==> config.mk <==
export PLATFORM = sky130hd
export DESIGN_NAME = postfix_stack_evaluator
export DESIGN_NICKNAME = d
export VERILOG_FILES = /design/src/rtl/pef_pkg.sv /design/src/rtl/pef_ram.sv /design/src/rtl/pef_fifo.sv /design/src/rtl/pef_front.sv /design/src/rtl/pef_div.sv /design/src/rtl/pef_back.sv /design/src/rtl/postfix_stack_evaluator.sv
export SDC_FILE = /design/constraint.sdc
export NUM_CORES = 2
export LEC_CHECK = 0
export ABC_AREA = 0
export BUFFER_PORTS_ARGS = -buffer_cell sky130_fd_sc_hd__buf_4
export CORE_MARGIN = 1
export CORE_UTILIZATION = 45
export DETAILED_ROUTE_END_ITERATION = 8
export MAX_ROUTING_LAYER = met4
export PLACE_DENSITY = 0.66
export SLEW_MARGIN = 20
export SYNTH_ARGS = -nofsm -noshare
export SYNTH_HDL_FRONTEND = slang
export SYNTH_HIERARCHICAL = 1
export SYNTH_SLANG_ARGS = --single-unit
==> constraint.sdc <==
create_clock -name clk -period 8.85 [get_ports clk]
set_input_delay 0.885 -clock clk [delete_from_list [all_inputs] [get_ports clk]]
set_output_delay 0.885 -clock clk [all_outputs]
set_load 0.1 [all_outputs]
==> src/rtl/pef_pkg.sv <==
// Shared constants, types and command encoding for the postfix stack evaluator.
package pef_pkg;

    localparam int DATA_W      = 32;
    localparam int DEPTH_W     = 6;
    localparam int STACK_DEPTH = 32;
    localparam int QUEUE_DEPTH = 4;

    localparam logic [7:0] CHAR_0     = 8'h30;
    localparam logic [7:0] CHAR_9     = 8'h39;
    localparam logic [7:0] CHAR_STAR  = 8'h2A;
    localparam logic [7:0] CHAR_PLUS  = 8'h2B;
    localparam logic [7:0] CHAR_MINUS = 8'h2D;
    localparam logic [7:0] CHAR_SLASH = 8'h2F;

    typedef enum logic [2:0] {
        OP_NOP  = 3'd0,
        OP_PUSH = 3'd1,
        OP_ADD  = 3'd2,
        OP_SUB  = 3'd3,
        OP_MUL  = 3'd4,
        OP_DIV  = 3'd5
    } op_t;

    typedef enum logic [1:0] {
        ST_OK        = 2'd0,
        ST_OVERFLOW  = 2'd1,
        ST_UNDERFLOW = 2'd2,
        ST_DIVZERO   = 2'd3
    } status_t;

    typedef struct packed {
        op_t        op;
        logic [3:0] digit;
        logic       last;
    } cmd_t;

endpackage

==> src/rtl/pef_ram.sv <==
// Generic single-write, single-read RAM with registered read data.
module pef_ram #(
    parameter int WIDTH = pef_pkg::DATA_W,
    parameter int DEPTH = pef_pkg::STACK_DEPTH
) (
    input  logic                     clk,
    input  logic                     we,
    input  logic [$clog2(DEPTH)-1:0] waddr,
    input  logic [WIDTH-1:0]         wdata,
    input  logic [$clog2(DEPTH)-1:0] raddr,
    output logic [WIDTH-1:0]         rdata
);

    logic [WIDTH-1:0] mem [DEPTH];

    always_ff @(posedge clk)
    begin
        if (we)
        begin
            mem[waddr] <= wdata;
        end
        rdata <= mem[raddr];
    end

endmodule

==> src/rtl/pef_fifo.sv <==
// Short command queue between the classifying front end and the stack engine.
module pef_fifo #(
    parameter int DEPTH = pef_pkg::QUEUE_DEPTH
) (
    input  logic          clk,
    input  logic          rst_n,
    input  logic          push,
    input  pef_pkg::cmd_t wdata,
    input  logic          pop,
    output pef_pkg::cmd_t rdata,
    output logic          full,
    output logic          empty
);

    localparam int PW = $clog2(DEPTH);
    localparam int CW = $clog2(DEPTH + 1);

    pef_pkg::cmd_t  slots [DEPTH];
    logic [PW-1:0]  wr_ptr_reg;
    logic [PW-1:0]  wr_ptr_next;
    logic [PW-1:0]  rd_ptr_reg;
    logic [PW-1:0]  rd_ptr_next;
    logic [CW-1:0]  fill_reg;
    logic [CW-1:0]  fill_next;

    assign full  = (fill_reg == CW'(DEPTH));
    assign empty = (fill_reg == '0);
    assign rdata = slots[rd_ptr_reg];

    always_comb
    begin
        wr_ptr_next = wr_ptr_reg;
        rd_ptr_next = rd_ptr_reg;
        fill_next   = fill_reg;
        if (push)
        begin
            wr_ptr_next = (wr_ptr_reg == PW'(DEPTH - 1)) ? '0 : wr_ptr_reg + PW'(1);
        end
        if (pop)
        begin
            rd_ptr_next = (rd_ptr_reg == PW'(DEPTH - 1)) ? '0 : rd_ptr_reg + PW'(1);
        end
        if (push && !pop)
        begin
            fill_next = fill_reg + CW'(1);
        end
        else if (pop && !push)
        begin
            fill_next = fill_reg - CW'(1);
        end
    end

    always_ff @(posedge clk or negedge rst_n)
    begin
        if (!rst_n)
        begin
            wr_ptr_reg <= '0;
            rd_ptr_reg <= '0;
            fill_reg   <= '0;
        end
        else
        begin
            wr_ptr_reg <= wr_ptr_next;
            rd_ptr_reg <= rd_ptr_next;
            fill_reg   <= fill_next;
        end
    end

    always_ff @(posedge clk)
    begin
        if (push)
        begin
            slots[wr_ptr_reg] <= wdata;
        end
    end

    a_no_push_full: assert property (@(posedge clk) disable iff (!rst_n)
        push |-> !full)
        else $error("queue written while full");

    a_no_pop_empty: assert property (@(posedge clk) disable iff (!rst_n)
        pop |-> !empty)
        else $error("queue read while empty");

endmodule

==> src/rtl/pef_front.sv <==
// Front end: takes character beats and turns them into stack commands.
module pef_front (
    input  logic          sym_valid,
    output logic          sym_stall,
    input  logic [7:0]    symbol,
    input  logic          last,
    input  logic          q_full,
    output logic          q_push,
    output pef_pkg::cmd_t q_cmd
);

    logic [7:0] digit_full;

    assign sym_stall  = q_full;
    assign q_push     = sym_valid && !q_full;
    assign digit_full = symbol - pef_pkg::CHAR_0;

    always_comb
    begin
        q_cmd.digit = digit_full[3:0];
        q_cmd.last  = last;
        case (symbol) inside
            [pef_pkg::CHAR_0:pef_pkg::CHAR_9]: q_cmd.op = pef_pkg::OP_PUSH;
            pef_pkg::CHAR_PLUS:                q_cmd.op = pef_pkg::OP_ADD;
            pef_pkg::CHAR_MINUS:               q_cmd.op = pef_pkg::OP_SUB;
            pef_pkg::CHAR_STAR:                q_cmd.op = pef_pkg::OP_MUL;
            pef_pkg::CHAR_SLASH:               q_cmd.op = pef_pkg::OP_DIV;
            default:                           q_cmd.op = pef_pkg::OP_NOP;
        endcase
    end

endmodule

==> src/rtl/pef_div.sv <==
// Iterative radix-2 signed divider, truncating toward zero, one quotient bit per cycle.
module pef_div (
    input  logic                        clk,
    input  logic                        rst_n,
    input  logic                        start,
    input  logic [pef_pkg::DATA_W-1:0]  dividend,
    input  logic [pef_pkg::DATA_W-1:0]  divisor,
    output logic                        done,
    output logic [pef_pkg::DATA_W-1:0]  quotient
);

    localparam int DW = pef_pkg::DATA_W;
    localparam int SW = $clog2(DW);

    logic          busy_reg;
    logic          busy_next;
    logic          done_reg;
    logic          done_next;
    logic [SW-1:0] step_reg;
    logic [SW-1:0] step_next;
    logic [DW-1:0] rem_reg;
    logic [DW-1:0] rem_next;
    logic [DW-1:0] quo_reg;
    logic [DW-1:0] quo_next;
    logic [DW-1:0] den_reg;
    logic [DW-1:0] den_next;
    logic          neg_reg;
    logic          neg_next;
    logic [DW:0]   shifted;
    logic          fits;
    logic [DW:0]   diff;

    assign shifted  = {rem_reg, quo_reg[DW-1]};
    assign fits     = (shifted >= {1'b0, den_reg});
    assign diff     = shifted - {1'b0, den_reg};
    assign done     = done_reg;
    assign quotient = neg_reg ? (DW'(0) - quo_reg) : quo_reg;

    always_comb
    begin
        busy_next = busy_reg;
        done_next = 1'b0;
        step_next = step_reg;
        rem_next  = rem_reg;
        quo_next  = quo_reg;
        den_next  = den_reg;
        neg_next  = neg_reg;
        if (start)
        begin
            busy_next = 1'b1;
            step_next = '0;
            rem_next  = '0;
            quo_next  = dividend[DW-1] ? (DW'(0) - dividend) : dividend;
            den_next  = divisor[DW-1] ? (DW'(0) - divisor) : divisor;
            neg_next  = dividend[DW-1] ^ divisor[DW-1];
        end
        else if (busy_reg)
        begin
            rem_next  = fits ? diff[DW-1:0] : shifted[DW-1:0];
            quo_next  = {quo_reg[DW-2:0], fits};
            step_next = step_reg + SW'(1);
            if (step_reg == SW'(DW - 1))
            begin
                busy_next = 1'b0;
                done_next = 1'b1;
            end
        end
    end

    always_ff @(posedge clk or negedge rst_n)
    begin
        if (!rst_n)
        begin
            busy_reg <= 1'b0;
            done_reg <= 1'b0;
            step_reg <= '0;
        end
        else
        begin
            busy_reg <= busy_next;
            done_reg <= done_next;
            step_reg <= step_next;
        end
    end

    always_ff @(posedge clk)
    begin
        rem_reg <= rem_next;
        quo_reg <= quo_next;
        den_reg <= den_next;
        neg_reg <= neg_next;
    end

endmodule

==> src/rtl/pef_back.sv <==
// Back end: executes queued commands on the operand stack and holds the result beat.
module pef_back #(
    parameter int STACK_DEPTH = pef_pkg::STACK_DEPTH
) (
    input  logic                              clk,
    input  logic                              rst_n,
    input  logic                              q_empty,
    input  pef_pkg::cmd_t                     q_cmd,
    output logic                              q_pop,
    output logic                              res_valid,
    input  logic                              res_stall,
    output logic signed [pef_pkg::DATA_W-1:0] top_value,
    output logic [pef_pkg::DEPTH_W-1:0]       depth,
    output logic [1:0]                        status,
    output logic                              done_res
);

    localparam int DW    = pef_pkg::DATA_W;
    localparam int DPW   = pef_pkg::DEPTH_W;
    localparam int CNT_W = $clog2(STACK_DEPTH + 1);
    localparam int AW    = $clog2(STACK_DEPTH);

    typedef enum logic [2:0] {
        S_IDLE = 3'b001,
        S_OPER = 3'b010,
        S_DIV  = 3'b100
    } back_state_t;

    back_state_t      state_reg;
    back_state_t      state_next;
    logic [CNT_W-1:0] cnt_reg;
    logic [CNT_W-1:0] cnt_next;
    logic [DW-1:0]    top_reg;
    logic [DW-1:0]    top_next;
    pef_pkg::cmd_t    cmd_reg;
    pef_pkg::cmd_t    cmd_next;

    logic                 res_valid_reg;
    logic                 res_valid_next;
    logic [DW-1:0]        top_value_reg;
    logic [CNT_W-1:0]     depth_reg;
    pef_pkg::status_t     status_reg;
    logic                 done_reg;

    logic [CNT_W-1:0]     cnt_m1;
    logic [CNT_W-1:0]     cnt_m2;
    logic                 out_free;
    logic                 ram_we;
    logic [DW-1:0]        ram_rdata;
    logic [DW-1:0]        left_op;
    logic [DW-1:0]        mul_lo;
    logic                 div_start;
    logic                 div_done;
    logic [DW-1:0]        div_quo;

    logic                 rep;
    logic [DW-1:0]        rep_top;
    logic [CNT_W-1:0]     rep_cnt;
    pef_pkg::status_t     rep_status;
    logic                 rep_last;
    logic                 fin;
    logic [DW-1:0]        fin_res;
    logic [CNT_W+DPW-1:0] depth_ext;

    assign cnt_m1   = cnt_reg - CNT_W'(1);
    assign cnt_m2   = cnt_reg - CNT_W'(2);
    assign out_free = !res_valid_reg || !res_stall;
    assign q_pop    = (state_reg == S_IDLE) && !q_empty && out_free;
    assign left_op  = ram_rdata;
    assign mul_lo   = left_op * top_reg;

    // Entries below the top live in RAM; the top of stack is kept in top_reg.
    pef_ram #(
        .WIDTH (DW),
        .DEPTH (STACK_DEPTH)
    ) u_stack_ram (
        .clk   (clk),
        .we    (ram_we),
        .waddr (cnt_m1[AW-1:0]),
        .wdata (top_reg),
        .raddr (cnt_m2[AW-1:0]),
        .rdata (ram_rdata)
    );

    pef_div u_div (
        .clk      (clk),
        .rst_n    (rst_n),
        .start    (div_start),
        .dividend (left_op),
        .divisor  (top_reg),
        .done     (div_done),
        .quotient (div_quo)
    );

    always_comb
    begin
        state_next = state_reg;
        cnt_next   = cnt_reg;
        top_next   = top_reg;
        cmd_next   = cmd_reg;
        ram_we     = 1'b0;
        div_start  = 1'b0;
        rep        = 1'b0;
        rep_top    = top_reg;
        rep_cnt    = cnt_reg;
        rep_status = pef_pkg::ST_OK;
        rep_last   = cmd_reg.last;
        fin        = 1'b0;
        fin_res    = top_reg;

        case (state_reg)
            S_IDLE:
            begin
                if (q_pop)
                begin
                    cmd_next = q_cmd;
                    rep_last = q_cmd.last;
                    case (q_cmd.op)
                        pef_pkg::OP_NOP:
                        begin
                            rep = 1'b1;
                        end
                        pef_pkg::OP_PUSH:
                        begin
                            rep = 1'b1;
                            if (cnt_reg == CNT_W'(STACK_DEPTH))
                            begin
                                rep_status = pef_pkg::ST_OVERFLOW;
                            end
                            else
                            begin
                                ram_we   = (cnt_reg != '0);
                                top_next = DW'(q_cmd.digit);
                                cnt_next = cnt_reg + CNT_W'(1);
                                rep_top  = top_next;
                                rep_cnt  = cnt_next;
                            end
                        end
                        default:
                        begin
                            if (cnt_reg < CNT_W'(2))
                            begin
                                rep        = 1'b1;
                                rep_status = pef_pkg::ST_UNDERFLOW;
                            end
                            else
                            begin
                                state_next = S_OPER;
                            end
                        end
                    endcase
                end
            end
            S_OPER:
            begin
                case (cmd_reg.op)
                    pef_pkg::OP_ADD:
                    begin
                        fin     = 1'b1;
                        fin_res = left_op + top_reg;
                    end
                    pef_pkg::OP_SUB:
                    begin
                        fin     = 1'b1;
                        fin_res = left_op - top_reg;
                    end
                    pef_pkg::OP_MUL:
                    begin
                        fin     = 1'b1;
                        fin_res = mul_lo;
                    end
                    pef_pkg::OP_DIV:
                    begin
                        if (top_reg == '0)
                        begin
                            fin        = 1'b1;
                            fin_res    = '0;
                            rep_status = pef_pkg::ST_DIVZERO;
                        end
                        else
                        begin
                            div_start  = 1'b1;
                            state_next = S_DIV;
                        end
                    end
                    default:
                    begin
                        state_next = S_IDLE;
                    end
                endcase
            end
            S_DIV:
            begin
                if (div_done)
                begin
                    fin     = 1'b1;
                    fin_res = div_quo;
                end
            end
            default:
            begin
                state_next = S_IDLE;
            end
        endcase

        // Two operands collapse into one result that becomes the new top.
        if (fin)
        begin
            top_next   = fin_res;
            cnt_next   = cnt_m1;
            rep        = 1'b1;
            rep_top    = fin_res;
            rep_cnt    = cnt_m1;
            state_next = S_IDLE;
        end

        // The final character reports the stack first, then empties it.
        if (rep && rep_last)
        begin
            cnt_next = '0;
        end
    end

    always_comb
    begin
        res_valid_next = res_valid_reg && res_stall;
        if (rep)
        begin
            res_valid_next = 1'b1;
        end
    end

    always_ff @(posedge clk or negedge rst_n)
    begin
        if (!rst_n)
        begin
            state_reg     <= S_IDLE;
            cnt_reg       <= '0;
            res_valid_reg <= 1'b0;
        end
        else
        begin
            state_reg     <= state_next;
            cnt_reg       <= cnt_next;
            res_valid_reg <= res_valid_next;
        end
    end

    always_ff @(posedge clk)
    begin
        top_reg <= top_next;
        cmd_reg <= cmd_next;
        if (rep)
        begin
            top_value_reg <= (rep_cnt == '0) ? '0 : rep_top;
            depth_reg     <= rep_cnt;
            status_reg    <= rep_status;
            done_reg      <= rep_last;
        end
    end

    assign depth_ext = {DPW'(0), depth_reg};
    assign res_valid = res_valid_reg;
    assign top_value = $signed(top_value_reg);
    assign depth     = depth_ext[DPW-1:0];
    assign status    = status_reg;
    assign done_res  = done_reg;

    a_cnt_bound: assert property (@(posedge clk) disable iff (!rst_n)
        cnt_reg <= CNT_W'(STACK_DEPTH))
        else $error("stack count beyond capacity");

    a_oper_operands: assert property (@(posedge clk) disable iff (!rst_n)
        (state_reg == S_OPER) |-> (cnt_reg >= CNT_W'(2)))
        else $error("operator executing with fewer than two entries");

    a_div_done_state: assert property (@(posedge clk) disable iff (!rst_n)
        div_done |-> (state_reg == S_DIV))
        else $error("divider finished while not awaited");

    a_op_pops_one: assert property (@(posedge clk) disable iff (!rst_n)
        (state_reg == S_OPER && cmd_reg.op != pef_pkg::OP_DIV && !cmd_reg.last)
        |=> (cnt_reg == $past(cnt_reg) - CNT_W'(1)))
        else $error("binary operator did not reduce the stack by one");

endmodule

==> src/rtl/postfix_stack_evaluator.sv <==
// Postfix expression evaluator: character front end, command queue, stack engine.
//
// The input channel (sym_valid, sym_stall, symbol, last) carries one ASCII
// character per beat. Digits push their value, + - * / combine the two top
// entries, and all other characters are ignored. The output channel
// (res_valid, res_stall, top_value, depth, status, done_res) returns exactly
// one beat per input beat, in order, with the top of stack, the depth and a
// status code. A beat with last set reports and then empties the stack.
// Input beats go into a four-entry queue, so sym_stall rises only when that
// queue is full; the stack engine drains it one command at a time.
// The engine finishes a digit, an ignored character, an overflow or an
// underflow as it takes the command, passes + - * and a division by zero
// through its operate state, and sends any other / to the radix-2 divider,
// which produces one quotient bit per cycle. A result is registered and
// shows on the output in the cycle after the engine finishes the command.
// Reset clears the queue, the stack depth and the output valid at once; no
// clearing pass runs. While res_stall holds, the result beat waits in its
// register, the engine stops taking commands, and input beats keep landing in
// the queue until it fills.
module postfix_stack_evaluator #(
    parameter int STACK_DEPTH = pef_pkg::STACK_DEPTH
) (
    input  logic                              clk,
    input  logic                              rst_n,
    input  logic                              sym_valid,
    output logic                              sym_stall,
    input  logic [7:0]                        symbol,
    input  logic                              last,
    output logic                              res_valid,
    input  logic                              res_stall,
    output logic signed [pef_pkg::DATA_W-1:0] top_value,
    output logic [pef_pkg::DEPTH_W-1:0]       depth,
    output logic [1:0]                        status,
    output logic                              done_res
);

    logic          q_full;
    logic          q_empty;
    logic          q_push;
    logic          q_pop;
    pef_pkg::cmd_t q_wcmd;
    pef_pkg::cmd_t q_rcmd;

    pef_front u_front (
        .sym_valid (sym_valid),
        .sym_stall (sym_stall),
        .symbol    (symbol),
        .last      (last),
        .q_full    (q_full),
        .q_push    (q_push),
        .q_cmd     (q_wcmd)
    );

    pef_fifo #(
        .DEPTH (pef_pkg::QUEUE_DEPTH)
    ) u_queue (
        .clk   (clk),
        .rst_n (rst_n),
        .push  (q_push),
        .wdata (q_wcmd),
        .pop   (q_pop),
        .rdata (q_rcmd),
        .full  (q_full),
        .empty (q_empty)
    );

    pef_back #(
        .STACK_DEPTH (STACK_DEPTH)
    ) u_back (
        .clk       (clk),
        .rst_n     (rst_n),
        .q_empty   (q_empty),
        .q_cmd     (q_rcmd),
        .q_pop     (q_pop),
        .res_valid (res_valid),
        .res_stall (res_stall),
        .top_value (top_value),
        .depth     (depth),
        .status    (status),
        .done_res  (done_res)
    );

endmodule
[Word level (Yosys, flattened, before mapping)]
Memory sizes are Yosys's and may differ from the RTL's. A register that Yosys moved wholly into a read port is not among the register bits.
Index checks and enable logic that the tools add are counted.
Operators by class
  equal/unequal tests: 23
  reduce and logical (&&, ||, !) cells: 26
  $lt $le $gt $ge: 4
  muxes and demuxes: 75
  bitwise logic cells: 1
  add/subtract/negate cells: 15
  $mul: 1
Operators by type and width (number)
  $mux W32: 12
  $pmux W32 S4: 1
  $sub A1 B32 Y32 const A: 3
  $pmux W32 S2: 1
  $sub A32 B32 Y32: 2
  $mux W3: 12
  $mux W6: 6
  $ge A33 B32 Y1: 1
  $add A32 B32 Y32: 1
  $eq A8 B6 Y1 const B: 4
  $logic_not A32 Y1: 1
  $mul A32 B32 Y32: 1
  $mux W31: 1
  $mux W1: 28
  $eq A3 B3 Y1 const B: 4
  $mux W2: 6
  $ne A3 B2 Y1 const B: 4
  $mux W5: 2
  $eq A3 B2 Y1 const B: 3
  $pmux W3 S3: 1
  $ge A8 B6 Y1 const B: 1
  $le A8 B6 Y1 const B: 1
  $logic_and A1 B1 Y1: 8
  $pmux W2 S2: 2
  28 further kinds: 39
Storage, ports and cells
  register bits after elaboration: 198
  output and inout port bits: 43
  logic and storage cells: 168
  bits of input ports: 13
  bits in writable memories: 1056
  memories kept: 2
Memory list
  u_back.u_stack_ram.mem: depth 32, bits a word 32, rd ports 1, clocked after Yosys merged registers in 1, write ports 1, line pef_ram.sv:14  | logic [WIDTH-1:0] mem [DEPTH];
  u_queue.slots: depth 4, bits a word 8, rd ports 1, clocked after Yosys merged registers in 0, write ports 1, line pef_fifo.sv:18  | pef_pkg::cmd_t slots [DEPTH];

[Logic depth before layout (Yosys ltp)]
  word-level depth: 9
  depth in mapped cells: 29
  mapped depth without buffers: 27

[By module]
Netlist, hierarchy kept.
Modules (own cells, without submodules)
  pef_ram: area each 40492.6 µm², cells an instance 2260, sequential area each 31390.1 µm², instances 1
  pef_back: area each 22912.0 µm², cells an instance 2639, sequential area each 2243.4 µm², instances 1
  pef_div: area each 7753.7 µm², cells an instance 904, sequential area each 2767.7 µm², instances 1
  pef_fifo: area each 1570.3 µm², cells an instance 79, sequential area each 1136.1 µm², instances 1
  pef_front: area each 138.9 µm², cells an instance 17, sequential area each 0.0 µm², instances 1

[Least setup slack after synthesis]
Ideal clock, no wire load.
  path type: register -> register
  from: reg u_back.top_reg[6]
  to: reg u_back.top_value_reg[23] (netlist: u_back/top_value[23]) (data pin)
  slack: 0.907 ns
  arrival: 7.689 ns
  setup time: 0.255 ns
  required time: 8.595 ns
  clock period less this slack: 7.943 ns
  cell stages (with the launch flop): 27
  path buffers: 2
  cell sequence: dfxtp_1 > clkbuf_1 > clkbuf_1 > and2_1 > fa_1 > fa_1 > fa_1 > inv_1 > fa_1 > inv_1 > fa_1 > inv_1 > fa_1 > inv_1 > fa_1 > inv_1 > fa_1 > inv_1 > ha_1 > a22o_1 > o41a_1 > a21oi_1 > o211ai_1 > nand4b_1 > nand4_1 > a32o_1 > and2_1
Between the ends
  elaborated cells on any way between the ends: 13
  classes of those cells: add/sub (2); mul (1); mux (8); reduce/logical (2)
RTL lines
  from (decl): line pef_back.sv:33  | logic [DW-1:0] top_reg;
  from (signal assigned): line pef_back.sv:251  | top_reg <= top_next;
  parallel branches: the longest is 4 deep, another holds $mul A32 B32 Y32
  $mux W32 (*): line pef_back.sv:207  | if (fin)
  named net u_back.rep_top[23]: line pef_back.sv:57  | logic [DW-1:0] rep_top;
  to (signal assigned): line pef_back.sv:255  | top_value_reg <= (rep_cnt == '0) ? '0 : rep_top;
  to (decl): line pef_back.sv:40  | logic [DW-1:0] top_value_reg;
Mark *: on every way through the listed nets, which the timed path passes.
A chain may end at the register's enable or synchronous reset.

[Final worst setup path]
  from: reg u_back.top_reg[2]
  to: reg u_back.top_value_reg[31] (netlist: u_back/top_value[31]) (data pin)
Between the ends
  word-level cells in the longest chain between the ends: 6
  elaborated cells on any way between the ends: 13
  classes of those cells: add/sub (2); mul (1); mux (8); reduce/logical (2)
Ends and longest elaborated chain
  parallel branches: the longest is 6 deep, another holds $mul A32 B32 Y32
Parallel ways; which one is timed is not known.

==> results.toml <==
[cts]
clk_pin_slew_ns = 0.07
cts_buffers = 131
cts_max_path_buffers = 3
htree_levels = 4
clk_latency_ns = 0.80
cts_setup_buffers = 0
cts.sinks = 1286
ctsResizeCount = 0
cts_tree = "done"
clockRootBuffer = "clkbuf_16"

[min_path]
hp-class = "input port to register"
hold_depth = 1
whs_endpoint = "u_queue/slots[2][0]"
holdCritStartpoint = "last"

[detailed_routing]
drtIter0Drc = 5089
wire_per_inst_um = 25.71
num_vias = 47930
drc = 0
first_pass_iters = 6
ant_nets = 0
viasPerCell = 5.848
wirelength_um = 210700

[synth]
async_flop_share = 0.01866
synth_area_um2 = 72870
ys.flop_type = "edfxtp_1"
yosysUniqueCellTypes = 88
synthesis.instances = 5899
synth_edf_count = 1166
synth_seq_cells = 1286
yosysWarnings = 6
avgSynthCellArea_um2 = 12.35
ys_seq_area_frac = 0.5151
syn_nets = 6528

[critical_path]
r2r_start = "u_back/top_reg[2]"
worstSetupStartpoint = "u_back/top_reg[2]"
r2r_end = "u_back/top_value[31]"
worstSetupEndpointType = "register"
r2r_slack_ns = 0.47
reg2reg_depth = 23
path_buf_inv = 5
start_kind = "register"
cp_common_cell = "fa_1"
crit_type = "register to register"
crit_family = "adder cells"
required_ns = 9.34
worstPathMaxFanout = 46
crit_path_cell_trace = "buf_4, and2_1, fa_1, inv_1, fa_1, fa_1, fa_1, inv_1, fa_1, fa_1, fa_1, inv_1, fa_1, inv_1, ha_1, and2_1, nand2_1, or2_2, o311ai_0, o211ai_1, xnor2_1, a221oi_1, nor3_1"
crit_slowest_cell = "dfxtp_2"
max_stage_delay_ns = 0.76
critPathArrivalTime_ns = 8.87

[final_layout]
drive_above_1_share = 0.08878
nets = 6551
layout.cells.most_common_list = "edfxtp_1 (1,166), inv_1 (537), mux2i_1 (522), nand2_1 (503), fa_1 (411)"
multi_input_area_um2 = 32040
regMostFlops = "u_back/u_stack_ram/mem"
final_common_cell = "edfxtp_1"
final-seq-area_um2 = 37580
fill_cells = 13770
largest_reg_flops = 1024
area_delta_synth_final_pct = 10.28

[floorplanning]
start_util = 0.4538
io_pins = 56
core_area_um2 = 160600
fp.dieW_um = 404.4
std_cell_rows = 147
die_area_um2 = 163500
die_h_um = 404.4

[global_route]
grt_overflow = 0
grt_max_degree = 137
grt_pass1_wl_um = 312300
antenna_found_initial = 5
grt_pass1_vias = 47920
grt.total_usage = 0.2667

[timing]
hold_viol = 0
rsz0062_at_grt = "false"
setup_viol = 0
worstMarginPinSlew_ns = 1.179
worst_hold_slack_ns = 0.3029
fin_crit_ns = 8.377
fin_skew_ns = 0.05236
slew_headroom = 0.2103
tns_ns = 0
timing.fmax_mhz = 119.4
post-route-period-util = 0.9465
finalMaxSlewViolations = 0

[status]
status = "completed"

[run]
drv_cap = 0

[placement]
port_buffers = 55
dp_hpwl_um = 136300
gp_congestion = 0.9896
[logic make-up (layout without fill, tap and decap cells)]
family / Yosys count / in the layout / share of synthesized area
mux: 536 / 536 / 0.07511
simple gates: 1460 / 1460 / 0.1004
fa+ha+maj: 616 / 616 / 0.1481
compound gates: 885 / 885 / 0.08168
other cells: 0 / 10 / 0
flops: 1286 / 1286 / 0.5151
buf+inv: 865 / 992 / 0.04914
xor+xnor: 251 / 251 / 0.03036
[cell usage after synthesis (14+ instances only)]
| cell | count | area share |
|---|---|---|
| buf_6 | 17 | 0.0026 |
| xnor2_1 | 166 | 0.020 |
| a211oi_1 | 18 | 0.0019 |
| o21ai_0 | 110 | 0.0076 |
| dfxtp_1 | 96 | 0.026 |
| o41ai_1 | 14 | 0.0017 |
| a21o_1 | 41 | 0.0042 |
| edfxtp_1 | 1166 | 0.48 |
| dfrtp_1 | 23 | 0.0079 |
| nor2b_1 | 23 | 0.0020 |
| xor2_1 | 84 | 0.010 |
| nand2b_1 | 31 | 0.0027 |
| nor2_1 | 197 | 0.010 |
| o31ai_1 | 44 | 0.0045 |
| clkbuf_1 | 212 | 0.011 |
| mux2i_1 | 522 | 0.072 |
| fa_1 | 411 | 0.11 |
| buf_4 | 41 | 0.0042 |
| o211ai_1 | 20 | 0.0021 |
| a311oi_1 | 26 | 0.0031 |
| a31oi_1 | 53 | 0.0046 |
| a22o_1 | 69 | 0.0083 |
| nand4_1 | 19 | 0.0016 |
| nand3_1 | 138 | 0.0095 |
| or4_1 | 23 | 0.0024 |
| a21oi_1 | 264 | 0.018 |
| nand2_1 | 503 | 0.026 |
| buf_2 | 36 | 0.0025 |
| or3_1 | 31 | 0.0027 |
| a22oi_1 | 108 | 0.011 |
| ha_1 | 205 | 0.035 |
| and2_1 | 335 | 0.029 |
| buf_1 | 18 | 0.00093 |
| inv_1 | 538 | 0.028 |
| o21a_1 | 14 | 0.0014 |
| nor3_1 | 68 | 0.0047 |
| nand3b_1 | 14 | 0.0014 |
[area by class of cell]
cell class | instances | share of cell area
flip-flops and latches | 1286 | 0.4677
multi-input cells | 3748 | 0.3987
diodes | 10 | 0.0003114
well taps | 2160 | 0.03363
repair buffers | 216 | 0.02099
inverters | 539 | 0.02518
clock buffers | 165 | 0.04380
clock inverters | 72 | 0.009716
[worst max-delay path by stage]
stage,depth (start not counted),end
floorplan,26,u_back/top_value[23]
global placement,24,u_back/top_value[16]
detailed placement,24,u_back/top_value[16]
CTS,23,u_back/top_value[31]
global route,23,u_back/top_value[31]
finish,23,u_back/top_value[31]
[metrics by stage]
| step | util | instance area [µm²] | setup slack, ns | instances |
|---|---|---|---|---|
| 3_5_place_dp | 0.4735 | 76020 | 0.6436 | 7948 |
| 5_1_grt | 0.5003 | 80340 | 0.1356 | 8187 |
| 6_report | 0.5005 | 80360 | 0.4731 | 8196 |
| 3_3_place_gp | 0.4735 | 76020 | 0.6447 | 7948 |
| 4_1_cts | 0.5003 | 80330 | 0.5562 | 8186 |
| 2_1_floorplan | - | 72870 | 0.9068 | 5899 |
[metal layers]
| metal | GRT usage | part of all wire | vias up |
|---|---|---|---|
| met5 | - | 0 | - |
| met4 | 0.1112 | 0.046 | 0 |
| met3 | 0.04663 | 0.081 | 446 |
| met2 | 0.4008 | 0.46 | 2052 |
| met1 | 0.3576 | 0.42 | 24480 |
| li1 | - | - | 20960 |
[what timing repair did]
item / in CTS / in global routing
hold buffers: 1 / 0
endpoints found under the hold margin: 16 / 0
setup endpoints to repair: 0 / 0
Power is not shown: default switching activity piles up to over one toggle a cycle in this logic, so the estimate is an artifact.
